### src/rtl/core/c_subset_lexer_core_assert.svh
// Assertion macros for the C subset lexer core.
// Used by c_subset_lexer_core; expects clk and arst_n in scope.
`ifndef C_SUBSET_LEXER_CORE_ASSERT_SVH
`define C_SUBSET_LEXER_CORE_ASSERT_SVH
`ifndef SYNTHESIS
`define CSLX_ASSERT(label, expr) \
	label: assert property (@(posedge clk) disable iff (!arst_n) expr) \
		else $error("c_subset_lexer_core: assertion failed");
`define CSLX_NEVER(label, cond) \
	label: assert property (@(posedge clk) disable iff (!arst_n) !(cond)) \
		else $error("c_subset_lexer_core: forbidden condition seen");
`else
`define CSLX_ASSERT(label, expr)
`define CSLX_NEVER(label, cond)
`endif
`endif

### src/rtl/core/cslx_pkg.sv
// Shared constants, keyword tables and character classes of the C subset lexer.
// No dependencies.
package cslx_pkg;

	localparam int MAX_TOKEN_LEN_DEF = 30;
	localparam int KW_COUNT = 8;
	localparam int KW_SLOTS = 8;

	typedef enum logic [2:0] {
		KIND_KEYWORD = 3'd0,
		KIND_IDENT   = 3'd1,
		KIND_CONST   = 3'd2,
		KIND_OPER    = 3'd3,
		KIND_SYMBOL  = 3'd4
	} token_kind_t;

	localparam logic [7:0] KW_CHARS [KW_COUNT][KW_SLOTS] = '{
		'{"i", "n", "t", 8'h00, 8'h00, 8'h00, 8'h00, 8'h00},
		'{"f", "l", "o", "a", "t", 8'h00, 8'h00, 8'h00},
		'{"i", "f", 8'h00, 8'h00, 8'h00, 8'h00, 8'h00, 8'h00},
		'{"e", "l", "s", "e", 8'h00, 8'h00, 8'h00, 8'h00},
		'{"w", "h", "i", "l", "e", 8'h00, 8'h00, 8'h00},
		'{"f", "o", "r", 8'h00, 8'h00, 8'h00, 8'h00, 8'h00},
		'{"r", "e", "t", "u", "r", "n", 8'h00, 8'h00},
		'{"v", "o", "i", "d", 8'h00, 8'h00, 8'h00, 8'h00}
	};

	localparam logic [2:0] KW_LENS [KW_COUNT] = '{
		3'd3, 3'd5, 3'd2, 3'd4, 3'd5, 3'd3, 3'd6, 3'd4
	};

	function automatic logic is_space(input logic [7:0] c);
		return (c == 8'h20) || (c >= 8'h09 && c <= 8'h0d);
	endfunction

	function automatic logic is_letter(input logic [7:0] c);
		return (c >= "a" && c <= "z") || (c >= "A" && c <= "Z") || (c == "_");
	endfunction

	function automatic logic is_digit(input logic [7:0] c);
		return c >= "0" && c <= "9";
	endfunction

	function automatic logic is_op(input logic [7:0] c);
		return (c == "+") || (c == "-") || (c == "*") || (c == "%") || (c == "=") ||
			(c == ">") || (c == "<") || (c == "!") || (c == "&") || (c == "|") ||
			(c == "^");
	endfunction

	// byte that yields a symbol token when seen in idle mode
	function automatic logic is_symbol(input logic [7:0] c);
		return !is_space(c) && (c != "/") && !is_letter(c) && !is_digit(c) && !is_op(c);
	endfunction

endpackage

### src/rtl/core/c_subset_lexer_core.sv
// Top level of the C subset lexer: byte requests in, token character requests out.
// Depends on cslx_pkg, cslx_ram and c_subset_lexer_core_assert.svh.
//
//   channel  handshake            payload
//   input    in_valid / in_stall   text_byte, end_of_text
//   output   out_valid / out_stall token_kind, token_char, token_end, run_end
//
// Each byte is accepted in C_IDLE and evaluated in C_EXEC; an operator pair adds
// C_PAIR, and a byte ending a lone slash or single operator is evaluated again.
// A finished identifier or constant drains from the token RAM at one character per
// cycle unless out_stall holds it, then the ending byte is examined again.
// Reset clears control state only; token RAM contents are undefined until written.
// out_stall holds the output register and the sequencer waits on it.
`include "c_subset_lexer_core_assert.svh"
module c_subset_lexer_core #(
	parameter int MAX_TOKEN_LEN = cslx_pkg::MAX_TOKEN_LEN_DEF
) (
	input  logic       clk,
	input  logic       arst_n,
	input  logic       in_valid,
	output logic       in_stall,
	input  logic [7:0] text_byte,
	input  logic       end_of_text,
	output logic       out_valid,
	input  logic       out_stall,
	output logic [2:0] token_kind,
	output logic [7:0] token_char,
	output logic       token_end,
	output logic       run_end
);
	import cslx_pkg::*;

	localparam int IDX_W = $clog2(MAX_TOKEN_LEN);
	localparam int LEN_W = $clog2(MAX_TOKEN_LEN + 1);

	typedef enum logic [7:0] {
		LM_IDLE  = 8'b0000_0001,
		LM_SLASH = 8'b0000_0010,
		LM_LINE  = 8'b0000_0100,
		LM_BLOCK = 8'b0000_1000,
		LM_STAR  = 8'b0001_0000,
		LM_IDENT = 8'b0010_0000,
		LM_CONST = 8'b0100_0000,
		LM_OPER  = 8'b1000_0000
	} lex_mode_t;

	typedef enum logic [3:0] {
		C_IDLE = 4'b0001,
		C_EXEC = 4'b0010,
		C_PAIR = 4'b0100,
		C_FOUT = 4'b1000
	} ctl_t;

	ctl_t                ctl_q, ctl_d;
	lex_mode_t           lm_q, lm_d;
	logic [7:0]          byte_q;
	logic                eot_q;
	logic [LEN_W-1:0]    len_q, len_d;
	logic [7:0]          pend_q, pend_d;
	logic [KW_COUNT-1:0] kw_m_q, kw_m_d;
	logic [IDX_W-1:0]    idx_q, idx_d;
	token_kind_t         kind_q, kind_d;
	logic                again_q, again_d;
	logic                sym_after_q, sym_after_d;

	logic                out_valid_q;
	token_kind_t         out_kind_q;
	logic [7:0]          out_char_q;
	logic                out_end_q;
	logic                out_run_q;

	logic                ld;
	token_kind_t         ld_kind;
	logic [7:0]          ld_char;
	logic                ld_end;
	logic                ld_run;

	logic                wr_en;
	logic [IDX_W-1:0]    wr_addr;
	logic                rd_en;
	logic [IDX_W-1:0]    rd_addr;
	logic [7:0]          rd_data;

	logic                accept;
	logic                out_free;
	logic                kw_hit;
	logic                sym_c;
	logic                fout_last;
	logic [IDX_W-1:0]    idx_nx;

	cslx_ram #(
		.WIDTH(8),
		.DEPTH(MAX_TOKEN_LEN)
	) u_buf (
		.clk     (clk),
		.wr_en   (wr_en),
		.wr_addr (wr_addr),
		.wr_data (byte_q),
		.rd_en   (rd_en),
		.rd_addr (rd_addr),
		.rd_data (rd_data)
	);

	assign accept    = in_valid && !in_stall;
	assign in_stall  = (ctl_q != C_IDLE);
	assign out_free  = !out_valid_q || !out_stall;
	assign sym_c     = is_symbol(byte_q);
	assign idx_nx    = idx_q + IDX_W'(1);
	assign fout_last = (LEN_W'(idx_q) + LEN_W'(1)) == len_q;

	always_comb begin
		kw_hit = 1'b0;
		for (int k = 0; k < KW_COUNT; k++) begin
			if (kw_m_q[k] && len_q == LEN_W'(KW_LENS[k])) begin
				kw_hit = 1'b1;
			end
		end
	end

	always_comb begin
		ctl_d       = ctl_q;
		lm_d        = lm_q;
		len_d       = len_q;
		pend_d      = pend_q;
		kw_m_d      = kw_m_q;
		idx_d       = idx_q;
		kind_d      = kind_q;
		again_d     = again_q;
		sym_after_d = sym_after_q;
		ld          = 1'b0;
		ld_kind     = KIND_OPER;
		ld_char     = byte_q;
		ld_end      = 1'b1;
		ld_run      = 1'b1;
		wr_en       = 1'b0;
		wr_addr     = '0;
		rd_en       = 1'b0;
		rd_addr     = '0;
		case (ctl_q)
			C_IDLE: begin
				if (in_valid) begin
					ctl_d = C_EXEC;
				end
			end
			C_EXEC: begin
				if (eot_q) begin
					case (lm_q)
						LM_SLASH, LM_OPER: begin
							if (out_free) begin
								ld      = 1'b1;
								ld_char = (lm_q == LM_SLASH) ? 8'("/") : pend_q;
								lm_d    = LM_IDLE;
								len_d   = '0;
								pend_d  = '0;
								ctl_d   = C_IDLE;
							end
						end
						LM_IDENT, LM_CONST: begin
							rd_en       = 1'b1;
							idx_d       = '0;
							kind_d      = (lm_q == LM_CONST) ? KIND_CONST :
								(kw_hit ? KIND_KEYWORD : KIND_IDENT);
							again_d     = 1'b0;
							sym_after_d = 1'b0;
							ctl_d       = C_FOUT;
						end
						default: begin
							lm_d   = LM_IDLE;
							len_d  = '0;
							pend_d = '0;
							ctl_d  = C_IDLE;
						end
					endcase
				end else begin
					case (lm_q)
						LM_IDLE: begin
							ctl_d = C_IDLE;
							if (is_space(byte_q)) begin
								lm_d = LM_IDLE;
							end else if (byte_q == "/") begin
								lm_d = LM_SLASH;
							end else if (is_letter(byte_q) || is_digit(byte_q)) begin
								wr_en = 1'b1;
								len_d = LEN_W'(1);
								lm_d  = is_digit(byte_q) ? LM_CONST : LM_IDENT;
								for (int k = 0; k < KW_COUNT; k++) begin
									kw_m_d[k] = (byte_q == KW_CHARS[k][0]);
								end
							end else if (is_op(byte_q)) begin
								pend_d = byte_q;
								lm_d   = LM_OPER;
							end else if (out_free) begin
								ld      = 1'b1;
								ld_kind = KIND_SYMBOL;
							end else begin
								ctl_d = C_EXEC;
							end
						end
						LM_SLASH: begin
							if (byte_q == "/") begin
								lm_d  = LM_LINE;
								ctl_d = C_IDLE;
							end else if (byte_q == "*") begin
								lm_d  = LM_BLOCK;
								ctl_d = C_IDLE;
							end else if (out_free) begin
								ld      = 1'b1;
								ld_char = 8'("/");
								ld_run  = !sym_c;
								lm_d    = LM_IDLE;
							end
						end
						LM_LINE: begin
							if (byte_q == 8'h0a) begin
								lm_d = LM_IDLE;
							end
							ctl_d = C_IDLE;
						end
						LM_BLOCK: begin
							if (byte_q == "*") begin
								lm_d = LM_STAR;
							end
							ctl_d = C_IDLE;
						end
						LM_STAR: begin
							if (byte_q == "/") begin
								lm_d = LM_IDLE;
							end else if (byte_q != "*") begin
								lm_d = LM_BLOCK;
							end
							ctl_d = C_IDLE;
						end
						LM_IDENT, LM_CONST: begin
							if ((lm_q == LM_IDENT && (is_letter(byte_q) || is_digit(byte_q))) ||
								(lm_q == LM_CONST && (is_digit(byte_q) || byte_q == "."))) begin
								ctl_d = C_IDLE;
								if (len_q < LEN_W'(MAX_TOKEN_LEN)) begin
									wr_en   = 1'b1;
									wr_addr = len_q[IDX_W-1:0];
									len_d   = len_q + LEN_W'(1);
									for (int k = 0; k < KW_COUNT; k++) begin
										kw_m_d[k] = kw_m_q[k] && (len_q < LEN_W'(KW_LENS[k])) &&
											(byte_q == KW_CHARS[k][len_q[2:0]]);
									end
								end
							end else begin
								rd_en       = 1'b1;
								idx_d       = '0;
								kind_d      = (lm_q == LM_CONST) ? KIND_CONST :
									(kw_hit ? KIND_KEYWORD : KIND_IDENT);
								again_d     = 1'b1;
								sym_after_d = sym_c;
								ctl_d       = C_FOUT;
							end
						end
						LM_OPER: begin
							if (out_free) begin
								ld      = 1'b1;
								ld_char = pend_q;
								if (is_op(byte_q)) begin
									ld_end = 1'b0;
									ld_run = 1'b0;
									ctl_d  = C_PAIR;
								end else begin
									ld_run = !sym_c;
									lm_d   = LM_IDLE;
									pend_d = '0;
								end
							end
						end
						default: begin
							lm_d  = LM_IDLE;
							ctl_d = C_IDLE;
						end
					endcase
				end
			end
			C_PAIR: begin
				if (out_free) begin
					ld     = 1'b1;
					lm_d   = LM_IDLE;
					pend_d = '0;
					ctl_d  = C_IDLE;
				end
			end
			C_FOUT: begin
				if (out_free) begin
					ld      = 1'b1;
					ld_kind = kind_q;
					ld_char = rd_data;
					ld_end  = fout_last;
					ld_run  = fout_last && !sym_after_q;
					if (fout_last) begin
						len_d  = '0;
						pend_d = '0;
						lm_d   = LM_IDLE;
						ctl_d  = again_q ? C_EXEC : C_IDLE;
					end else begin
						rd_en   = 1'b1;
						rd_addr = idx_nx;
						idx_d   = idx_nx;
					end
				end
			end
			default: begin
				ctl_d = C_IDLE;
			end
		endcase
	end

	always_ff @(posedge clk or negedge arst_n) begin
		if (!arst_n) begin
			ctl_q       <= C_IDLE;
			lm_q        <= LM_IDLE;
			len_q       <= '0;
			pend_q      <= '0;
			kw_m_q      <= '0;
			idx_q       <= '0;
			kind_q      <= KIND_IDENT;
			again_q     <= 1'b0;
			sym_after_q <= 1'b0;
			out_valid_q <= 1'b0;
		end else begin
			ctl_q       <= ctl_d;
			lm_q        <= lm_d;
			len_q       <= len_d;
			pend_q      <= pend_d;
			kw_m_q      <= kw_m_d;
			idx_q       <= idx_d;
			kind_q      <= kind_d;
			again_q     <= again_d;
			sym_after_q <= sym_after_d;
			if (ld) begin
				out_valid_q <= 1'b1;
			end else if (!out_stall) begin
				out_valid_q <= 1'b0;
			end
		end
	end

	always_ff @(posedge clk) begin
		if (accept) begin
			byte_q <= text_byte;
			eot_q  <= end_of_text;
		end
		if (ld) begin
			out_kind_q <= ld_kind;
			out_char_q <= ld_char;
			out_end_q  <= ld_end;
			out_run_q  <= ld_run;
		end
	end

	assign out_valid  = out_valid_q;
	assign token_kind = out_kind_q;
	assign token_char = out_char_q;
	assign token_end  = out_end_q;
	assign run_end    = out_run_q;

	`CSLX_ASSERT(a_accept_exec, (in_valid && !in_stall) |=> (ctl_q == C_EXEC))
	`CSLX_ASSERT(a_fout_idx, (ctl_q == C_FOUT) |-> (LEN_W'(idx_q) < len_q))
	`CSLX_NEVER(a_len_range, len_q > LEN_W'(MAX_TOKEN_LEN))
	`CSLX_ASSERT(a_buf_len, (lm_q == LM_IDENT || lm_q == LM_CONST) |-> (len_q != '0))

endmodule

### src/rtl/core/cslx_ram.sv
// Generic single-port-write, single-port-read RAM with registered read data.
// No dependencies.
module cslx_ram #(
	parameter int WIDTH = 8,
	parameter int DEPTH = 30
) (
	input  logic                     clk,
	input  logic                     wr_en,
	input  logic [$clog2(DEPTH)-1:0] wr_addr,
	input  logic [WIDTH-1:0]         wr_data,
	input  logic                     rd_en,
	input  logic [$clog2(DEPTH)-1:0] rd_addr,
	output logic [WIDTH-1:0]         rd_data
);

	logic [WIDTH-1:0] mem_q [DEPTH];
	logic [WIDTH-1:0] rd_data_q;

	always_ff @(posedge clk) begin
		if (wr_en) begin
			mem_q[wr_addr] <= wr_data;
		end
		if (rd_en) begin
			rd_data_q <= mem_q[rd_addr];
		end
	end

	assign rd_data = rd_data_q;

endmodule

### config.mk
export PLATFORM = sky130hd
export DESIGN_NAME = c_subset_lexer_core
export DESIGN_NICKNAME = d
export VERILOG_FILES = /design/src/rtl/core/cslx_pkg.sv /design/src/rtl/core/c_subset_lexer_core.sv /design/src/rtl/core/cslx_ram.sv
export VERILOG_INCLUDE_DIRS = /design/src /design/src/rtl/core
export SDC_FILE = /design/constraint.sdc
export NUM_CORES = 1
export LEC_CHECK = 0
export ABC_AREA = 1
export BUFFER_PORTS_ARGS = -buffer_cell sky130_fd_sc_hd__buf_2
export CAP_MARGIN = 20
export CORE_MARGIN = 10
export CORE_UTILIZATION = 60
export CTS_CLUSTER_DIAMETER = 80
export CTS_CLUSTER_SIZE = 10
export DETAILED_ROUTE_END_ITERATION = 12
export PLACE_DENSITY = 0.82
export REMOVE_ABC_BUFFERS = 1
export SYNTH_ARGS = -nofsm -noshare
export SYNTH_HDL_FRONTEND = slang
export SYNTH_HIERARCHICAL = 1
export SYNTH_SLANG_ARGS = --single-unit
### constraint.sdc
create_clock -name clk -period 3.4 [get_ports clk]
set_input_delay 0.34 -clock clk [delete_from_list [all_inputs] [get_ports clk]]
set_output_delay 0.34 -clock clk [all_outputs]
set_load 0.01 [all_outputs]
# --- Word level (Yosys, flattened, before mapping) ---
# Memories as Yosys holds them, arrays and structs flattened. A register that Yosys moved wholly into a read port is not among the register bits.
# Index checks and enable logic that the tools add are counted.
totals:
  rom_bits: 512
  mem_count: 9
  ramBits: 240
  regBits: 66
  wordCells: 390
  inputBits: 13
  output_inout_bits: 15
memory_table:
  columns: ["name", "words", "width", "read_ports", "rd_clocked_by_memory_dff", "write_ports", "line_no", "rtl"]
  rows:
  - ["u_buf.mem_q", 30, 8, 1, 1, 1, "cslx_ram.sv:16", "logic [WIDTH-1:0] mem_q [DEPTH];"]
  - ["(name not given)", 8, 8, 1, 0, 0, "c_subset_lexer_core.sv:243", "(byte_q == KW_CHARS[k][len_q[2:0]]);"]
  - ["(name not given)", 8, 8, 1, 0, 0, "c_subset_lexer_core.sv:243", null]
  - ["(name not given)", 8, 8, 1, 0, 0, "c_subset_lexer_core.sv:243", null]
  - ["(name not given)", 8, 8, 1, 0, 0, "c_subset_lexer_core.sv:243", null]
  - ["(name not given)", 8, 8, 1, 0, 0, "c_subset_lexer_core.sv:243", null]
  - ["+3 memories", null, null, null, null, null, null, null]
op_classes:
  muxes: 187
  n_eq_ne: 84
  n_addsub: 2
  n_reduce_logical: 75
  bitwise: 2
  magnitude_cmp: 15
op_table:
  columns: ["cell", "count"]
  rows:
  - ["$mux 8", 56]
  - ["$mux 5", 23]
  - ["$eq 8x6->1 const B", 13]
  - ["$pmux 8 s2", 6]
  - ["$eq 8x7->1 const B", 10]
  - ["$eq 8x8->1", 8]
  - ["$pmux 8 s7", 1]
  - ["$mux 1", 54]
  - ["$pmux 8 s3", 2]
  - ["$ne 4x4->1 const B", 11]
  - ["$mux 4", 10]
  - ["$pmux 5 s2", 4]
  - ["$logic_and 1x1->1", 36]
  - ["$mux 3", 12]
  - ["$pmux 4 s4", 2]
  - ["$ne 2x2->1 const B", 11]
  - ["$reduce_and 11->1", 2]
  - ["$logic_or 1x1->1", 17]
  - ["$eq 8x4->1 const B", 2]
  - ["$ge 8x7->1 const B", 2]
  - ["$le 8x7->1 const B", 2]
  - ["$ne 8x6->1 const B", 2]
  - ["$eq 5x3->1 const B", 3]
  - ["$lt 5x3->1 const B", 3]
  - ["other kinds (43)", 73]

# --- Logic depth before layout (Yosys ltp) ---
logic_depth:
  depth_word: 20
  ltp_mapped: 24
  depth_no_buf: 21

# --- Hierarchy ---
# The synthesis kept the hierarchy.
modules_own_cells:
  columns: ["mod", "area_per_inst_um2", "cells_each", "instances", "seq_area_each_um2"]
  rows:
  - ["cslx_ram", 10110.9, 872, 1, 7447.1]
  - ["c_subset_lexer_core", 5581.6, 871, 1, 1740.4]

# --- Worst setup path after synthesis ---
# No wires, ideal clock.
synth_path:
  path_kind: "reg-to-reg"
  from: "reg byte_q[5]"
  to: "mem u_buf.mem_q[12][0] (enable)"
  t_required_ns: 3.030
  stages_incl_launch_ff: 12
  t_arrival_ns: 2.689
  period_less_slack_ns: 3.059
  setup_slack_ns: 0.341
  cell_sequence: "edfxtp_1 buf_2 inv_2 nor2_1 nand2_1 o21ai_1 nand2_1 a21oi_1 nand2_1 nor3_1 nand3_1 nor2_1"
synth_lines:
  columns: ["item", "line_no", "rtl"]
  rows:
  - ["start, declared", "c_subset_lexer_core.sv:56", "logic [7:0] byte_q;"]
  - ["start signal, assigned", "c_subset_lexer_core.sv:343", "byte_q <= text_byte;"]
  - ["$ge 8x7->1 / $le 8x7->1 (equally long branches)", "cslx_pkg.sv:37", "return (c >= \"a\" && c <= \"z\") || (c >= \"A\" && c <= \"Z\") || (c == \"_\");"]
  - ["$logic_and 1x1->1", "cslx_pkg.sv:37", null]
  - ["$logic_or 1x1->1 (2 in a row)", "cslx_pkg.sv:37", null]
  - ["$logic_or 1x1->1", "c_subset_lexer_core.sv:234", "if ((lm_q == LM_IDENT && (is_letter(byte_q) || is_digit(byte_q))) ||"]
  - ["$logic_and 1x1->1", "c_subset_lexer_core.sv:234", null]
  - ["$logic_or 1x1->1 (*)", "c_subset_lexer_core.sv:234", null]
  - ["$mux 5 (*)", "c_subset_lexer_core.sv:234", null]
  - ["$mux 5 (*)", "c_subset_lexer_core.sv:175", "case (lm_q)"]
  - ["$mux 5 (*)", "c_subset_lexer_core.sv:146", "if (eot_q) begin"]
  - ["$mux 5 (*)", "c_subset_lexer_core.sv:139", "case (ctl_q)"]
  - ["named net wr_addr[3]", "c_subset_lexer_core.sv:79", "logic [IDX_W-1:0] wr_addr;"]
  - ["end, declared", "cslx_ram.sv:16", null]
# Mark *: on every way through the listed nets, which the timed path passes. The rest lies on a longest branch.

# --- Worst setup path after layout ---
layout_path:
  from: "reg idx_q[0]"
  to: "reg u_buf.rd_data_q[0], in the netlist u_buf/rd_data[0], read port of u_buf.mem_q (data pin)"
layout_between:
  elab_chain_len: 5
layout_lines:
  columns: ["item", "line_no", "rtl"]
  rows:
  - ["start, declared", "c_subset_lexer_core.sv:61", "logic [IDX_W-1:0] idx_q, idx_d;"]
  - ["start signal, assigned", "c_subset_lexer_core.sv:329", "idx_q <= idx_d;"]
  - ["$add 5x1->5 (*)", "c_subset_lexer_core.sv:108, c_subset_lexer_core.sv:109", null]
  - ["$eq 5x5->1", "c_subset_lexer_core.sv:109", "assign fout_last = (LEN_W'(idx_q) + LEN_W'(1)) == len_q;"]
  - ["$mux 5 (*)", "c_subset_lexer_core.sv:293", "if (fout_last) begin"]
  - ["$mux 5 (*)", "c_subset_lexer_core.sv:287", "if (out_free) begin"]
  - ["$mux 5 (*)", "c_subset_lexer_core.sv:139", null]
  - ["named net rd_addr[0]", "c_subset_lexer_core.sv:81", "logic [IDX_W-1:0] rd_addr;"]
  - ["end, declared", "cslx_ram.sv:17", "logic [WIDTH-1:0] rd_data_q;"]
# Marked as above.
# A chain may end at the register's enable or synchronous reset.

==> reports/metrics.yaml <==
clocking:
  numClockSinks: 313
  ctsHtreeMaxLevel: 2
  register_clock_pin_slew_on_the_reported_worst_setup_and_hold_paths_ns: 0.06
  tritoncts: "yes"
  cts_made_buffers: 37
  clock_tree_buf_depth: 3
  worstSkewPairLatency_ns: 0.53
  postCtsSetupRepairBufs: 0
  cts_root_buffer: "clkbuf_16"
cells_and_area:
  area_grow_syn2layout_pct: 12.6
  final_util: 0.682
  filler_cell_count: 1993
  non_filler_cell_area_final_um2: 17700
  antenna-diode-count: 0
  design.final.nets: 1844
  post_route_cells_drive_above_1_share: 0.110
route:
  via_count: 13100
  initialDrtViolationCount: 1544
  drt-total-wl_mm: 44.4
  via_per_instance_ratio: 6.01
  drc: 0
  detail_route.first_pass.iterations: 8
  postRouteAntennaNets: 0
  post_drt_wl_per_cell_um: 20.4
global_routing:
  grt_start_max_net_pins: 117
  grt_first_pass_wirelength_mm: 69.4
  track_usage: 0.262
  global_route.overflow_total: 0
  grt_antenna_before_repair: 0
  grt_pass1_vias: 12700
synthesis:
  synthesis.yosys.warnings: 6
  commonest_register_cell_after_synthesis: "edfxtp_1"
  netlist.top_cell.by_area: "edfxtp_1"
  yosysUniqueCellTypes: 50
  synthDominantCellAreaShare: 0.517
  synth_edf_count: 270
  synth_seq_area_share: 0.585
  async_reset_ff_frac: 0.137
  postSynthAreaPerCell_um2: 9.00
  yosys-top-cells-area: "edfxtp_1 52%, nand2_1 15%, nand3_1 9.0%"
  syn-instance-count: 1743
  ys_ff_latch: 313
  combined_area_of_all_synthesized_cells_um2: 15700
power:
  share_clk_of_total_power: 0.345
  power_density_of_the_placed_cells_nw_per_um2: 586
  combinationalPowerShare: 0.207
  p_int_w: 0.00716
  pwr-share-seq: 0.448
  total_power_w: 0.0104
  static-leakage-power_nw: 7.19
  switching_power_w: 0.00319
  netSwitchingFraction: 0.308
  vdd_drop_max_v: 0.000508
run_status:
  outcome: "complete, no violations"
worst_setup_path:
  critical_path_peak_fanout: 116
  path_buf_inv: 3
  worst_setup_path_start_kind: "flip-flop"
  crit_type: "flip-flop to flip-flop"
  worstPathArrival_ns: 3.58
  critical_path.endpoint_type: "flip-flop"
  worst_path_largest_cell_delay_ns: 0.42
  crit_slowest_cell: "dfrtp_1"
  worstPathCellList: "ha_1 > inv_1 > nand2_1 > nand2_1 > nand2_1 > nand3_1 > nor2_1 > nand3_1 > nand2_2 > nor2_2 > nand2_1 > clkinv_2 > buf_16 > nand2_1 > nand3_1 > nand3_1 > nand2_1 > nand2_1 > nand2_1 > nand2_1 > nand2_1"
  critical_path.top_delay_family: "simple AND/OR/NAND/NOR gates"
  required_ns: 3.79
  critical-path-top-cell-by-count: "nand2_1"
place:
  dpl_cell_area_um2: 16500
  buffer_ports.inserted: 27
  dpl.hpwl_mm: 28.9
  gp_routability_congestion: 0.991
timing:
  report.final.slew_viol_count: 0
  smallest_hold_slack_ns: 0.0753
  timing.max_slew.rel_slack: 0.408
  setup_tns_ns: 0
  worst_clock_skew_ns: 0.0194
  rsz_0062_raised_after_global_routing: "no"
  setup-violations-final: 0
  achievable-frequency_ghz: 0.314
  final_period_minus_worst_setup_slack_ns: 3.19
  timing.final.crit_share: 0.937
  timing_hold_violations_final: 0
  transition_time_of_the_tightest_slew_check_pin_ns: 0.884
job:
  maxCapViolCount: 0
floorplan:
  fp.coreArea_um2: 25900
  die_area_um2: 33000
  io_pins: 28
  starting_density_of_the_core: 0.606
  chipHeight_um: 182
  chipWidth_um: 182
  floorplan.rows: 59
hold_path:
  holdCritPathClass: "input port to flip-flop"
[layout by cell type (no fill, tap or decap), types with 12 or more instances in the layout]
| cell type | instances |
|---|---|
| nand4_1 | 18 |
| edfxtp_1 | 270 |
| clkbuf_16 | 38 |
| o211ai_1 | 13 |
| clkbuf_1 | 18 |
| inv_1 | 86 |
| buf_4 | 74 |
| a21oi_1 | 15 |
| nand2_1 | 614 |
| xor2_1 | 12 |
| nand2_2 | 15 |
| buf_2 | 27 |
| nand3_1 | 281 |
| dfrtp_1 | 40 |
| nor3_1 | 18 |
| nor2_1 | 141 |
| inv_2 | 15 |
| o21ai_0 | 40 |
[final timing paths]
path,from,endpoint,slack (ns),cells after the start
max,idx_q[0],u_buf/rd_data[0],0.21,21
min reg2reg,again_q,again_q,0.48,2
max reg2reg,idx_q[0],u_buf/rd_data[0],0.21,21
min in group asynchronous,arst_n,pend_q[2],0.20,2
min,in_valid,ctl_q[0],0.08,4
max in group asynchronous,arst_n,kind_q[0],2.67,3
[repair_timing]
item,in CTS,in global routing
hold buffers,8,2
resized for setup,0,2
endpoints found under the hold margin,8,41
endpoints found under the setup margin,0,6
[cell type report]
type / instances / area [um^2] / area share
Sequential cell: 313 / 9190 / 0.520
Multi-Input combinational cell: 1246 / 5690 / 0.322
Clock buffer: 56 / 1020 / 0.0576
Timing Repair Buffer: 116 / 898 / 0.0508
Tap cell: 335 / 419 / 0.0237
Inverter: 109 / 414 / 0.0234
Clock inverter: 3 / 45.0 / 0.00255
[routing by layer]
| layer | vias to the layer above | share of wire | GRT usage |
|---|---|---|---|
| li1 | 6053 | - | - |
| met1 | 6153 | 0.38 | 0.329 |
| met2 | 769 | 0.49 | 0.448 |
| met3 | 125 | 0.089 | 0.0392 |
| met4 | 0 | 0.037 | 0.104 |
| met5 | - | 0 | 0 |
[Yosys cell counts (2+ instances only)]
cell type  instances
nand2_1          614
a22oi_1            4
a31oi_1            2
nand4_1           18
dfrtp_1           40
nor4_1             2
inv_2             14
nand3_2            4
ha_1               8
nand3_4            2
and3_1             2
buf_6              6
inv_1             88
buf_1              4
nand3b_1           3
dfstp_2            3
edfxtp_1         270
a21oi_1           15
nor3_1            18
o2111ai_1          2
buf_2             40
nand2_2           15
o21ai_0           40
xor2_1            12
nor2_4             3
nor2_2             5
nor2_1           142
clkinv_1           5
o22ai_1           11
a21boi_0           3
clkbuf_1          18
buf_4              7
nor3b_1            2
o31ai_1            4
o211ai_1          13
nand3_1          281
o21ai_1           10
[tightest hold or removal path: stages]
cell and delay [ns]:
buf_2 0.07, inv_1 0.05, nand2_1 0.08, nand2_1 0.06
[kinds of logic (layout without fill, tap and decap cells)]
kind of cell | after synthesis | after routing | synth area share
simple gates | 1114 | 1114 | 0.306
flops | 313 | 313 | 0.585
buf+inv | 184 | 284 | 0.0520
compound gates | 111 | 111 | 0.0433
xor+xnor | 13 | 13 | 0.00726
fa+ha+maj | 8 | 8 | 0.00638
[sequential cells by signal, indices dropped and copies added (netlist names), 4 cells and up]
name and count:
lm_q 8, u_buf/mem_q 240, ctl_q 4, token_char 8, kw_m_q 8, idx_q 5
byte_q 8, pend_q 8, u_buf/rd_data 8, len_q 5
[through the flow]
step           std cells  setup WS, ns
2_1_floorplan       1668         -1.93
3_3_place_gp        2108         0.336
3_5_place_dp        2108         0.236
4_1_cts             2175         0.170
5_1_grt             2178        0.0192
6_report            2178         0.213
[power groups by stage]
stage	logic, W	registers, W	clock network (W)
after floorplan	0.00126	0.00477	0
after global placement	0.00206	0.00470	0
after detailed placement	0.00208	0.00470	0
after CTS	0.00210	0.00463	0.00361
after global routing	0.00236	0.00465	0.00376
final	0.00215	0.00464	0.00357
(Power assumes the default switching activity.)
